**config.mk**
```make
export PLATFORM = sky130hd
export DESIGN_NAME = tsv_group_defect_diagnosis_core
export DESIGN_NICKNAME = d
export VERILOG_FILES = /design/src/sv/tsvdd_pkg.sv /design/src/sv/tsvdd_front.sv /design/src/sv/tsvdd_queue.sv /design/src/sv/tsvdd_back.sv /design/src/sv/tsv_group_defect_diagnosis_core.sv
export SDC_FILE = /design/constraint.sdc
export NUM_CORES = 1
export LEC_CHECK = 0
export BUFFER_PORTS_ARGS = -buffer_cell sky130_fd_sc_hd__buf_2
export CAP_MARGIN = 5
export CORE_UTILIZATION = 40
export DETAILED_ROUTE_END_ITERATION = 7
export GPL_ROUTABILITY_DRIVEN = 0
export PLACE_DENSITY = 0.57
export SETUP_SLACK_MARGIN = 0.5
export SYNTH_ARGS = -nofsm -noshare
export SYNTH_HDL_FRONTEND = slang
export SYNTH_SLANG_ARGS = --single-unit
```
**constraint.sdc**
```tcl
create_clock -name clk -period 13.1 [get_ports clk]
set_clock_uncertainty 0.15 [all_clocks]
set_input_delay 1.31 -clock clk [delete_from_list [all_inputs] [get_ports clk]]
set_output_delay 1.31 -clock clk [all_outputs]
set_load 0.05 [all_outputs]
```
**src/sv/tsvdd_pkg.sv**
```systemverilog
// Shared types and constants for the TSV group defect diagnosis block.
package tsvdd_pkg;

    localparam int GROUP_WIDTH  = 4;
    localparam int SIZE_W       = 3;
    localparam int LIMIT_W      = 12;
    localparam int FOUND_W      = 3;
    localparam int PROBE_W      = 2;
    localparam int SESS_W       = 3;
    localparam int DIE_CNT_W    = 16;
    localparam int TOTAL_CNT_W  = 32;
    localparam int IN_DATA_W    = 8;
    localparam int IN_USER_W    = 1;
    localparam int OUT_DATA_W   = 72;
    localparam int QUEUE_DEPTH  = 2;
    localparam int QPTR_W       = $clog2(QUEUE_DEPTH);
    localparam int QCNT_W       = $clog2(QUEUE_DEPTH + 1);

    localparam logic [LIMIT_W-1:0] LIMIT_RESET = LIMIT_W'(5);

    // Classified group: cumulative mask and defect count after each probe,
    // and the number of probes the group would take with no limit.
    typedef struct packed {
        logic                   die_start;
        logic [PROBE_W-1:0]     probes;
        logic [GROUP_WIDTH-1:0] mask1;
        logic [GROUP_WIDTH-1:0] mask2;
        logic [GROUP_WIDTH-1:0] mask3;
        logic [FOUND_W-1:0]     found1;
        logic [FOUND_W-1:0]     found2;
        logic [FOUND_W-1:0]     found3;
    } diag_item_t;

    // Result carried in the output register.
    typedef struct packed {
        logic [TOTAL_CNT_W-1:0] all_sessions;
        logic [DIE_CNT_W-1:0]   defects_found;
        logic [DIE_CNT_W-1:0]   die_sessions;
        logic [SESS_W-1:0]      group_sessions;
        logic [GROUP_WIDTH-1:0] defect_mask;
    } diag_result_t;

endpackage

```
**src/sv/tsvdd_front.sv**
```systemverilog
// Front end: accept a group beat and work out its probe sequence.
module tsvdd_front
(
    input  logic                          s_tvalid,
    output logic                          s_tready,
    input  logic [tsvdd_pkg::IN_DATA_W-1:0] s_tdata,
    input  logic [tsvdd_pkg::IN_USER_W-1:0] s_tuser,
    input  logic                          q_ready,
    output logic                          q_push,
    output tsvdd_pkg::diag_item_t         q_item
);
    import tsvdd_pkg::*;

    logic [GROUP_WIDTH-1:0] bits;
    logic [SIZE_W-1:0]      size_raw;
    logic [1:0]             size_code;
    logic [GROUP_WIDTH-1:0] valid_mask;
    logic                   all_good;
    logic                   even;
    logic [1:0]             goods3;
    logic [GROUP_WIDTH-1:0] m1;
    logic [GROUP_WIDTH-1:0] m2;
    logic [GROUP_WIDTH-1:0] m3;
    logic [FOUND_W-1:0]     f1;
    logic [FOUND_W-1:0]     f2;
    logic [FOUND_W-1:0]     f3;
    logic [PROBE_W-1:0]     p;

    assign bits     = s_tdata[GROUP_WIDTH-1:0];
    assign size_raw = s_tdata[GROUP_WIDTH+SIZE_W-1:GROUP_WIDTH];

    // Clamp size: zero acts as one, anything above four as four.
    always_comb
    begin
        if (size_raw == SIZE_W'(0))
            size_code = 2'd0;
        else if (size_raw > SIZE_W'(GROUP_WIDTH))
            size_code = 2'd3;
        else
            size_code = 2'(size_raw - SIZE_W'(1));
    end

    always_comb
    begin
        case (size_code)
            2'd0:    valid_mask = 4'b0001;
            2'd1:    valid_mask = 4'b0011;
            2'd2:    valid_mask = 4'b0111;
            default: valid_mask = 4'b1111;
        endcase
    end

    assign all_good = &(bits | ~valid_mask);
    assign even     = ~(^(bits & valid_mask));
    assign goods3   = 2'(bits[0]) + 2'(bits[1]) + 2'(bits[3]);

    always_comb
    begin
        m1 = '0;
        m2 = '0;
        m3 = '0;
        f1 = '0;
        f2 = '0;
        f3 = '0;
        p  = '0;
        if (!all_good)
        begin
            // First probe is always the front TSV.
            m1 = {3'b000, ~bits[0]};
            f1 = FOUND_W'(!bits[0]);
            case (size_code)
                2'd0:
                begin
                    p = 2'd1;
                end
                2'd1:
                begin
                    p  = 2'd2;
                    m2 = m1 | {2'b00, ~bits[1], 1'b0};
                    f2 = f1 + FOUND_W'(!bits[1]);
                end
                2'd2:
                begin
                    if (bits[2] && bits[0] && even)
                    begin
                        // Pair inference marks the two TSVs below the back one.
                        p  = 2'd2;
                        m2 = m1 | 4'b0011;
                        f2 = f1 + FOUND_W'(2);
                    end
                    else
                    begin
                        p  = 2'd3;
                        m2 = m1 | {1'b0, ~bits[2], 2'b00};
                        f2 = f1 + FOUND_W'(!bits[2]);
                        m3 = m2 | {2'b00, ~bits[1], 1'b0};
                        f3 = f2 + FOUND_W'(!bits[1]);
                    end
                end
                default:
                begin
                    if (bits[3] && bits[0] && even)
                    begin
                        p  = 2'd2;
                        m2 = m1 | 4'b0110;
                        f2 = f1 + FOUND_W'(2);
                    end
                    else
                    begin
                        p  = 2'd3;
                        m2 = m1 | {~bits[3], 3'b000};
                        f2 = f1 + FOUND_W'(!bits[3]);
                        m3 = m2;
                        f3 = f2;
                        // Third probe hits TSV1; parity and good count infer TSV2.
                        case ({even, goods3})
                            3'b100:
                            begin
                                m3 = m2 | 4'b0110;
                                f3 = f2 + FOUND_W'(2);
                            end
                            3'b101:
                            begin
                                if (!bits[1])
                                begin
                                    m3 = m2 | 4'b0010;
                                    f3 = f2 + FOUND_W'(1);
                                end
                            end
                            3'b110:
                            begin
                                m3 = m2 | 4'b0100;
                                f3 = f2 + FOUND_W'(1);
                            end
                            3'b000:
                            begin
                                m3 = m2 | 4'b0010;
                                f3 = f2 + FOUND_W'(1);
                            end
                            3'b001:
                            begin
                                if (!bits[1])
                                begin
                                    m3 = m2 | 4'b0110;
                                    f3 = f2 + FOUND_W'(2);
                                end
                                else
                                begin
                                    m3 = m2 | 4'b0100;
                                    f3 = f2 + FOUND_W'(1);
                                end
                            end
                            3'b010:
                            begin
                                if (!bits[1])
                                begin
                                    m3 = m2 | 4'b0010;
                                    f3 = f2 + FOUND_W'(1);
                                end
                            end
                            3'b011:
                            begin
                                m3 = m2 | 4'b0100;
                                f3 = f2 + FOUND_W'(1);
                            end
                            default:
                            begin
                                m3 = m2;
                                f3 = f2;
                            end
                        endcase
                    end
                end
            endcase
        end
    end

    assign s_tready = q_ready;
    assign q_push   = s_tvalid & q_ready;

    always_comb
    begin
        q_item.die_start = s_tuser[0];
        q_item.probes    = p;
        q_item.mask1     = m1;
        q_item.mask2     = m2;
        q_item.mask3     = m3;
        q_item.found1    = f1;
        q_item.found2    = f2;
        q_item.found3    = f3;
    end

endmodule

```
**src/sv/tsvdd_queue.sv**
```systemverilog
// Short queue of classified groups between the front and back ends.
module tsvdd_queue
(
    input  logic                  clk,
    input  logic                  rst_n,
    input  logic                  push,
    input  tsvdd_pkg::diag_item_t push_item,
    output logic                  not_full,
    input  logic                  pop,
    output logic                  not_empty,
    output tsvdd_pkg::diag_item_t pop_item
);
    import tsvdd_pkg::*;

    diag_item_t        slot_reg [QUEUE_DEPTH];
    logic [QPTR_W-1:0] wr_ptr_reg;
    logic [QPTR_W-1:0] wr_ptr_next;
    logic [QPTR_W-1:0] rd_ptr_reg;
    logic [QPTR_W-1:0] rd_ptr_next;
    logic [QCNT_W-1:0] count_reg;
    logic [QCNT_W-1:0] count_next;

    assign not_full  = (count_reg != QCNT_W'(QUEUE_DEPTH));
    assign not_empty = (count_reg != '0);
    assign pop_item  = slot_reg[rd_ptr_reg];

    always_comb
    begin
        wr_ptr_next = wr_ptr_reg;
        rd_ptr_next = rd_ptr_reg;
        count_next  = count_reg;
        if (push)
            wr_ptr_next = (wr_ptr_reg == QPTR_W'(QUEUE_DEPTH - 1)) ? '0 : wr_ptr_reg + 1'b1;
        if (pop)
            rd_ptr_next = (rd_ptr_reg == QPTR_W'(QUEUE_DEPTH - 1)) ? '0 : rd_ptr_reg + 1'b1;
        if (push && !pop)
            count_next = count_reg + 1'b1;
        else if (pop && !push)
            count_next = count_reg - 1'b1;
    end

    always_ff @(posedge clk or negedge rst_n)
    begin
        if (!rst_n)
        begin
            wr_ptr_reg <= '0;
            rd_ptr_reg <= '0;
            count_reg  <= '0;
        end
        else
        begin
            wr_ptr_reg <= wr_ptr_next;
            rd_ptr_reg <= rd_ptr_next;
            count_reg  <= count_next;
        end
    end

    always_ff @(posedge clk)
    begin
        if (push)
            slot_reg[wr_ptr_reg] <= push_item;
    end

endmodule

```
**src/sv/tsvdd_back.sv**
```systemverilog
// Back end: apply the defect limit, update the counters, hold the result.
module tsvdd_back
(
    input  logic                                 clk,
    input  logic                                 rst_n,
    input  logic [tsvdd_pkg::LIMIT_W-1:0]        defect_limit,
    input  logic                                 q_valid,
    input  tsvdd_pkg::diag_item_t                q_item,
    output logic                                 q_pop,
    output logic                                 m_tvalid,
    input  logic                                 m_tready,
    output tsvdd_pkg::diag_result_t              result
);
    import tsvdd_pkg::*;

    logic [DIE_CNT_W-1:0]   die_defect_reg;
    logic [DIE_CNT_W-1:0]   die_defect_next;
    logic [DIE_CNT_W-1:0]   die_sess_reg;
    logic [DIE_CNT_W-1:0]   die_sess_next;
    logic [TOTAL_CNT_W-1:0] total_sess_reg;
    logic [TOTAL_CNT_W-1:0] total_sess_next;
    logic                   out_valid_reg;
    diag_result_t           result_reg;
    diag_result_t           result_next;

    logic [DIE_CNT_W-1:0]   defect_base;
    logic [DIE_CNT_W-1:0]   sess_base;
    logic [DIE_CNT_W-1:0]   limit_ext;
    logic [DIE_CNT_W-1:0]   c1;
    logic [DIE_CNT_W-1:0]   c2;
    logic [DIE_CNT_W-1:0]   c3;
    logic [PROBE_W-1:0]     q;
    logic [SESS_W-1:0]      sessions;
    logic [GROUP_WIDTH-1:0] mask_sel;

    function automatic logic [DIE_CNT_W-1:0] sat_die(input logic [DIE_CNT_W-1:0] a,
                                                     input logic [DIE_CNT_W-1:0] b);
        logic [DIE_CNT_W:0] s;
        s = {1'b0, a} + {1'b0, b};
        return s[DIE_CNT_W] ? '1 : s[DIE_CNT_W-1:0];
    endfunction

    assign q_pop = q_valid & (~out_valid_reg | m_tready);

    assign defect_base = q_item.die_start ? '0 : die_defect_reg;
    assign sess_base   = q_item.die_start ? '0 : die_sess_reg;
    assign limit_ext   = DIE_CNT_W'(defect_limit);

    // Count after each probe prefix; probing halts where it equals the limit.
    assign c1 = sat_die(defect_base, DIE_CNT_W'(q_item.found1));
    assign c2 = sat_die(defect_base, DIE_CNT_W'(q_item.found2));
    assign c3 = sat_die(defect_base, DIE_CNT_W'(q_item.found3));

    always_comb
    begin
        if (q_item.probes >= PROBE_W'(1) && defect_base == limit_ext)
            q = PROBE_W'(0);
        else if (q_item.probes >= PROBE_W'(2) && c1 == limit_ext)
            q = PROBE_W'(1);
        else if (q_item.probes >= PROBE_W'(3) && c2 == limit_ext)
            q = PROBE_W'(2);
        else
            q = q_item.probes;
    end

    always_comb
    begin
        case (q)
            2'd0:
            begin
                mask_sel        = '0;
                die_defect_next = defect_base;
            end
            2'd1:
            begin
                mask_sel        = q_item.mask1;
                die_defect_next = c1;
            end
            2'd2:
            begin
                mask_sel        = q_item.mask2;
                die_defect_next = c2;
            end
            default:
            begin
                mask_sel        = q_item.mask3;
                die_defect_next = c3;
            end
        endcase
    end

    assign sessions      = SESS_W'(q) + SESS_W'(1);
    assign die_sess_next = sat_die(sess_base, DIE_CNT_W'(sessions));

    always_comb
    begin
        logic [TOTAL_CNT_W:0] s;
        s = {1'b0, total_sess_reg} + (TOTAL_CNT_W + 1)'(sessions);
        total_sess_next = s[TOTAL_CNT_W] ? '1 : s[TOTAL_CNT_W-1:0];
    end

    always_comb
    begin
        result_next.defect_mask    = mask_sel;
        result_next.group_sessions = sessions;
        result_next.die_sessions   = die_sess_next;
        result_next.defects_found  = die_defect_next;
        result_next.all_sessions   = total_sess_next;
    end

    always_ff @(posedge clk or negedge rst_n)
    begin
        if (!rst_n)
        begin
            die_defect_reg <= '0;
            die_sess_reg   <= '0;
            total_sess_reg <= '0;
            out_valid_reg  <= 1'b0;
        end
        else
        begin
            if (q_pop)
            begin
                die_defect_reg <= die_defect_next;
                die_sess_reg   <= die_sess_next;
                total_sess_reg <= total_sess_next;
                out_valid_reg  <= 1'b1;
            end
            else if (m_tready)
            begin
                out_valid_reg  <= 1'b0;
            end
        end
    end

    always_ff @(posedge clk)
    begin
        if (q_pop)
            result_reg <= result_next;
    end

    assign m_tvalid = out_valid_reg;
    assign result   = result_reg;

endmodule

```
**src/sv/tsv_group_defect_diagnosis_core.sv**
```systemverilog
// TSV group defect diagnosis: one group of up to four TSVs per beat, one result per group.
//
// Each input beat carries the pass bits of a group of up to four TSVs (1 means good)
// and its size; a group whose valid TSVs are all good costs one group test session.
// Any other group is probed one TSV at a time, alternating front and back, and the
// group parity infers the rest through a fixed table. Probing halts while the per-die
// located-defect count equals defect_limit (reset value 5, written on the cfg channel
// while the block is idle). The result reports the located-defect mask, the sessions
// spent on the group, and saturating per-die session and defect counts plus a
// saturating session total since reset. s_tuser[0] marks the first group of a die and
// clears the per-die counts before that group. The block takes one group per clock,
// while m_tready stays high: the front end classifies each group in the accept cycle
// into a two-entry queue, and the back end resolves the limit and updates the counters
// for each group into an output register. A result is offered from the output register
// once its group has passed through the queue, and the input keeps flowing while a
// result waits for m_tready until the queue fills.
module tsv_group_defect_diagnosis_core
(
    input  logic                              clk,
    input  logic                              rst_n,
    // cfg_data: defect_limit[11:0]
    input  logic                              cfg_valid,
    output logic                              cfg_ready,
    input  logic [tsvdd_pkg::LIMIT_W-1:0]     cfg_data,
    // s_tdata: group_bits[3:0], group_size[6:4], zero[7]
    input  logic                              s_tvalid,
    output logic                              s_tready,
    input  logic [tsvdd_pkg::IN_DATA_W-1:0]   s_tdata,
    // s_tuser: die_start[0]
    input  logic [tsvdd_pkg::IN_USER_W-1:0]   s_tuser,
    // m_tdata: defect_mask[3:0], group_sessions[6:4], die_sessions[22:7],
    //          defects_found[38:23], all_sessions[70:39], zero[71]
    output logic                              m_tvalid,
    input  logic                              m_tready,
    output logic [tsvdd_pkg::OUT_DATA_W-1:0]  m_tdata
);
    import tsvdd_pkg::*;

    logic [LIMIT_W-1:0] defect_limit_reg;
    logic               q_push;
    logic               q_not_full;
    logic               q_pop;
    logic               q_not_empty;
    diag_item_t         push_item;
    diag_item_t         pop_item;
    diag_result_t       result;

    // Always ready; the user must write only while the block is idle; it is not enforced.
    assign cfg_ready = 1'b1;

    always_ff @(posedge clk or negedge rst_n)
    begin
        if (!rst_n)
            defect_limit_reg <= LIMIT_RESET;
        else if (cfg_valid)
            defect_limit_reg <= cfg_data;
    end

    // Classify the incoming group; stall the input only when the queue is full.
    tsvdd_front u_front
    (
        .s_tvalid (s_tvalid),
        .s_tready (s_tready),
        .s_tdata  (s_tdata),
        .s_tuser  (s_tuser),
        .q_ready  (q_not_full),
        .q_push   (q_push),
        .q_item   (push_item)
    );

    tsvdd_queue u_queue
    (
        .clk       (clk),
        .rst_n     (rst_n),
        .push      (q_push),
        .push_item (push_item),
        .not_full  (q_not_full),
        .pop       (q_pop),
        .not_empty (q_not_empty),
        .pop_item  (pop_item)
    );

    // Resolve the limit, advance the counters and hold the result beat.
    tsvdd_back u_back
    (
        .clk          (clk),
        .rst_n        (rst_n),
        .defect_limit (defect_limit_reg),
        .q_valid      (q_not_empty),
        .q_item       (pop_item),
        .q_pop        (q_pop),
        .m_tvalid     (m_tvalid),
        .m_tready     (m_tready),
        .result       (result)
    );

    assign m_tdata = {1'b0, result.all_sessions, result.defects_found, result.die_sessions,
                      result.group_sessions, result.defect_mask};

endmodule
```
==> metrics.txt <==
Crit. End Element=flop; Post-Syn Instances=1,195; die area=0.0293 mm²; Area Overhead vs Synth=11.9%; GRT Residual Overflow=0; first-pass GRT wire length=between 40 and 50 mm; Hold Path Class=flop to flop; Synth Area in Simple Gates=0.182; mux cell area share after synthesis=0.0555; Antenna diodes=0; Mapped Nets=1,250; Synth Area in Compound Gates=0.168; Slew HR=0.246; I/O Buffers=just under 100; I/O pin cnt=101; Final HPWL DP=19.8 mm; hold endpoint=u_queue.wr_ptr_reg$_DFFE_PN0P_; DRT iter0 DRCs=between 800 and 900; worst hold path startpoint=u_queue.wr_ptr_reg$_DFFE_PN0P_; die height=171 µm; CTS tree=done; drt drc=0; cts repair resizes=0; Pint=1.53 mW; finished layout cell area=0.0128 mm²; FF-to-FF path depth=22; logic gate share of total power=0.479; commonest non-fill, non-tap cells in the layout=nand2_1 (135), edfxtp_1 (103), nor2_1 (97); Synth Area in XOR/XNOR=0.0723; CP startpoint kind=flop; Fillers=2,735; via count=between 9,000 and 10,000; fin util=0.458; WL/cell=17.5 µm; leading area contributor after synthesis=edfxtp_1; RSZ-0062 raised after global routing=no; Most used DFF post-synth=edfxtp_1; Final Hold Vio Count=0; Max Freq=approximately 120 MHz; yosys warns=0; number of library cell types mapped by synthesis=91; count of endpoints failing setup in the final report=0; number of global-route vias before repair=8,586; LEAKAGE=5.09 nW; reg2reg end=u_back.total_sess_reg[5]$_DFFE_PN0P_; NetSw=1.37 mW; Worst Path Arrival=8560 ps; register bit total from synthesis=184; antenna-violating nets left=0; CTS buffer count=17; largest fanout on the critical path=60; Root Buffer=clkbuf_16; post-CTS setup buffer count=0; worst skew pair latency=440 ps; row count=61; sw frac=0.473; Synth async-reset ratio=0.440; sequential fraction of design power=0.338; placed cell count=1,606; WL final=roughly 29 mm; worst flop-to-flop path startpoint=u_queue.rd_ptr_reg$_DFFE_PN0P_; CTS max path bufs=2; Pwr Density=227 mW/mm²; outcome=finished clean; mapped cell area=0.0114 mm²; First-pass DRT Iterations=7; crit path time final=8360 ps; Worst Max-Slew Pin Slew=1120 ps; Data required, critical path=about 13,000 ps; Post-CTS Hold Buffers=0; main combinational cell family by area after synthesis=simple AND/OR/NAND/NOR gates; largest net degree at the start of global routing=89; Clk network pwr share=0.183; critical path class=flop to flop; top cell type's share of synthesized area=0.270; H-Tree Depth=4; Initial Util=0.410; hold path depth=1; Post-synth EDFFs=103; syn_area_per_cell=9.58 µm²; Max Cap Violations=0; GRT Resource Usage Total=0.203; Core Area=approximately 0.028 mm²; Peak VDD IR=0.104 mV; final net count=~1,300; width of the die=171 µm; top post-synthesis cells by area=edfxtp_1 (27%), dfrtp_1 (17%), mux2_2 (4.5%); R2R setup slack=4740 ps; Fin Hold WS=347 ps; Area after DPL=approximately 0.012 mm²; final period utilization=0.638; clock slew at reported path FFs=70 ps; initial antenna violation count=0; Synth Area in Adders=0.0350; sequential fraction of the synthesis area=0.448; Slew Limit Fails=0; setup TNS=0 ps; most common cell after layout, fill and taps aside=nand2_1; clk sinks=184; final cell count without fillers=approximately 1,600; Vias/cell=5.62; layout cells sized above 1=0.170; flip-flop count of the largest register after layout=approximately 70
synthesized netlist by cell type, types with 4 or more instances:
library cell  count
and3_1           26
dfrtp_1          79
edfxtp_1        103
o31ai_1           6
nand4_1          16
a211oi_1         13
or3_1             8
nand2b_1          8
nand4b_1          4
nor2b_1           4
buf_2             5
ha_1             24
mux2i_1           8
o21bai_1          5
xnor2_1          56
nor2_1           97
nand3_1          43
xor2_1           34
a21boi_0          5
nor4_1            9
nor3b_1           4
o2111ai_1         4
a221oi_1          4
a31oi_1          36
a21oi_1          74
a21o_1            6
o32a_1            4
nand2_1         135
or4_1             4
a22oi_1           6
and2_1           15
o32ai_1           4
a32oi_1           5
inv_1            32
nor3_1           25
o211ai_1          4
mux2_2           46
fa_1              5
or2_2             4
o21ai_0          83
a22o_1            4
clkbuf_1         57
buf_1             7
and4_1            4
cells by family (layout without fill, tap and decap cells):
group / after synthesis / in the layout
XOR/XNOR: 92 / 92
AO/OA/AOI/OAI: 302 / 302
adder cells (fa/ha/maj): 29 / 29
multiplexers: 56 / 56
AND/OR/NAND/NOR: 422 / 422
buffers and inverters: 108 / 173
other: 2 / 2
flip-flops: 184 / 184
worst max path at each step:
stage | start | cells after the start | to | slack (ps)
6_report | u_queue.rd_ptr_reg$_DFFE_PN0P_ | 22 | u_back.total_sess_reg[5]$_DFFE_PN0P_ | 4740
5_1_grt | u_queue.rd_ptr_reg$_DFFE_PN0P_ | 23 | u_back.total_sess_reg[12]$_DFFE_PN0P_ | 4210
4_1_cts | u_queue.rd_ptr_reg$_DFFE_PN0P_ | 22 | u_back.total_sess_reg[5]$_DFFE_PN0P_ | 4800
3_5_place_dp | u_queue.rd_ptr_reg$_DFFE_PN0P_ | 22 | u_back.total_sess_reg[5]$_DFFE_PN0P_ | 4820
3_3_place_gp | u_queue.rd_ptr_reg$_DFFE_PN0P_ | 21 | u_back.total_sess_reg[5]$_DFFE_PN0P_ | 4900
2_1_floorplan | u_queue.rd_ptr_reg$_DFFE_PN0P_ | 25 | u_back.total_sess_reg[15]$_DFFE_PN0P_ | 6520
worst max-delay path, cell delays in order, from the launching register on:
cell and delay, ps:
dfrtp_1 330, buf_4 310, mux2i_4 270, buf_4 550, and2_1 360, ha_1 280
ha_1 210, inv_1 90, a311oi_1 610, mux2i_1 260, nor2_1 60, nor4_1 430
nand4b_1 190, o41ai_2 410, a21o_1 370, ha_1 350, fa_1 450, o21ai_0 370
nand4_1 260, nor3_2 540, nand4_1 580, and2_1 530, a41oi_1 270
metrics by stage:
stage,power (mW),worst slack [ps]
after floorplan,2.05,6520
after global placement,2.37,4900
after detailed placement,2.38,4820
after CTS,2.92,4800
after global routing,3.08,4210
final,2.90,4740
layer usage:
metal,up-vias,global-route usage,routed length [µm]
met3,44,0.0349,1680
li1,4468,-,-
met2,296,0.313,13000
met4,0,0.0571,480
met1,4405,0.290,13600
met5,-,0,0
area by class of cell:
cell class              count  area (µm²)  area share
clock buffers              18         450      0.0352
clock inverters            14         173      0.0135
inverters                  33         126     0.00987
multi-input cells         903        5880       0.460
flip-flops and latches    184        5120       0.400
well taps                 378         473      0.0370
repair buffers            108         571      0.0446
power groups by stage:
stage	Combinational, mW	Clock (mW)	Sequential [mW]
finish	1.39	0.532	0.982
global route	1.51	0.566	1.01
detailed placement	1.39	0	0.994
global placement	1.38	0	0.990
floorplan	0.784	0	1.27
CTS	1.40	0.545	0.982
No activity file was read; power rests on OpenSTA's default activity.
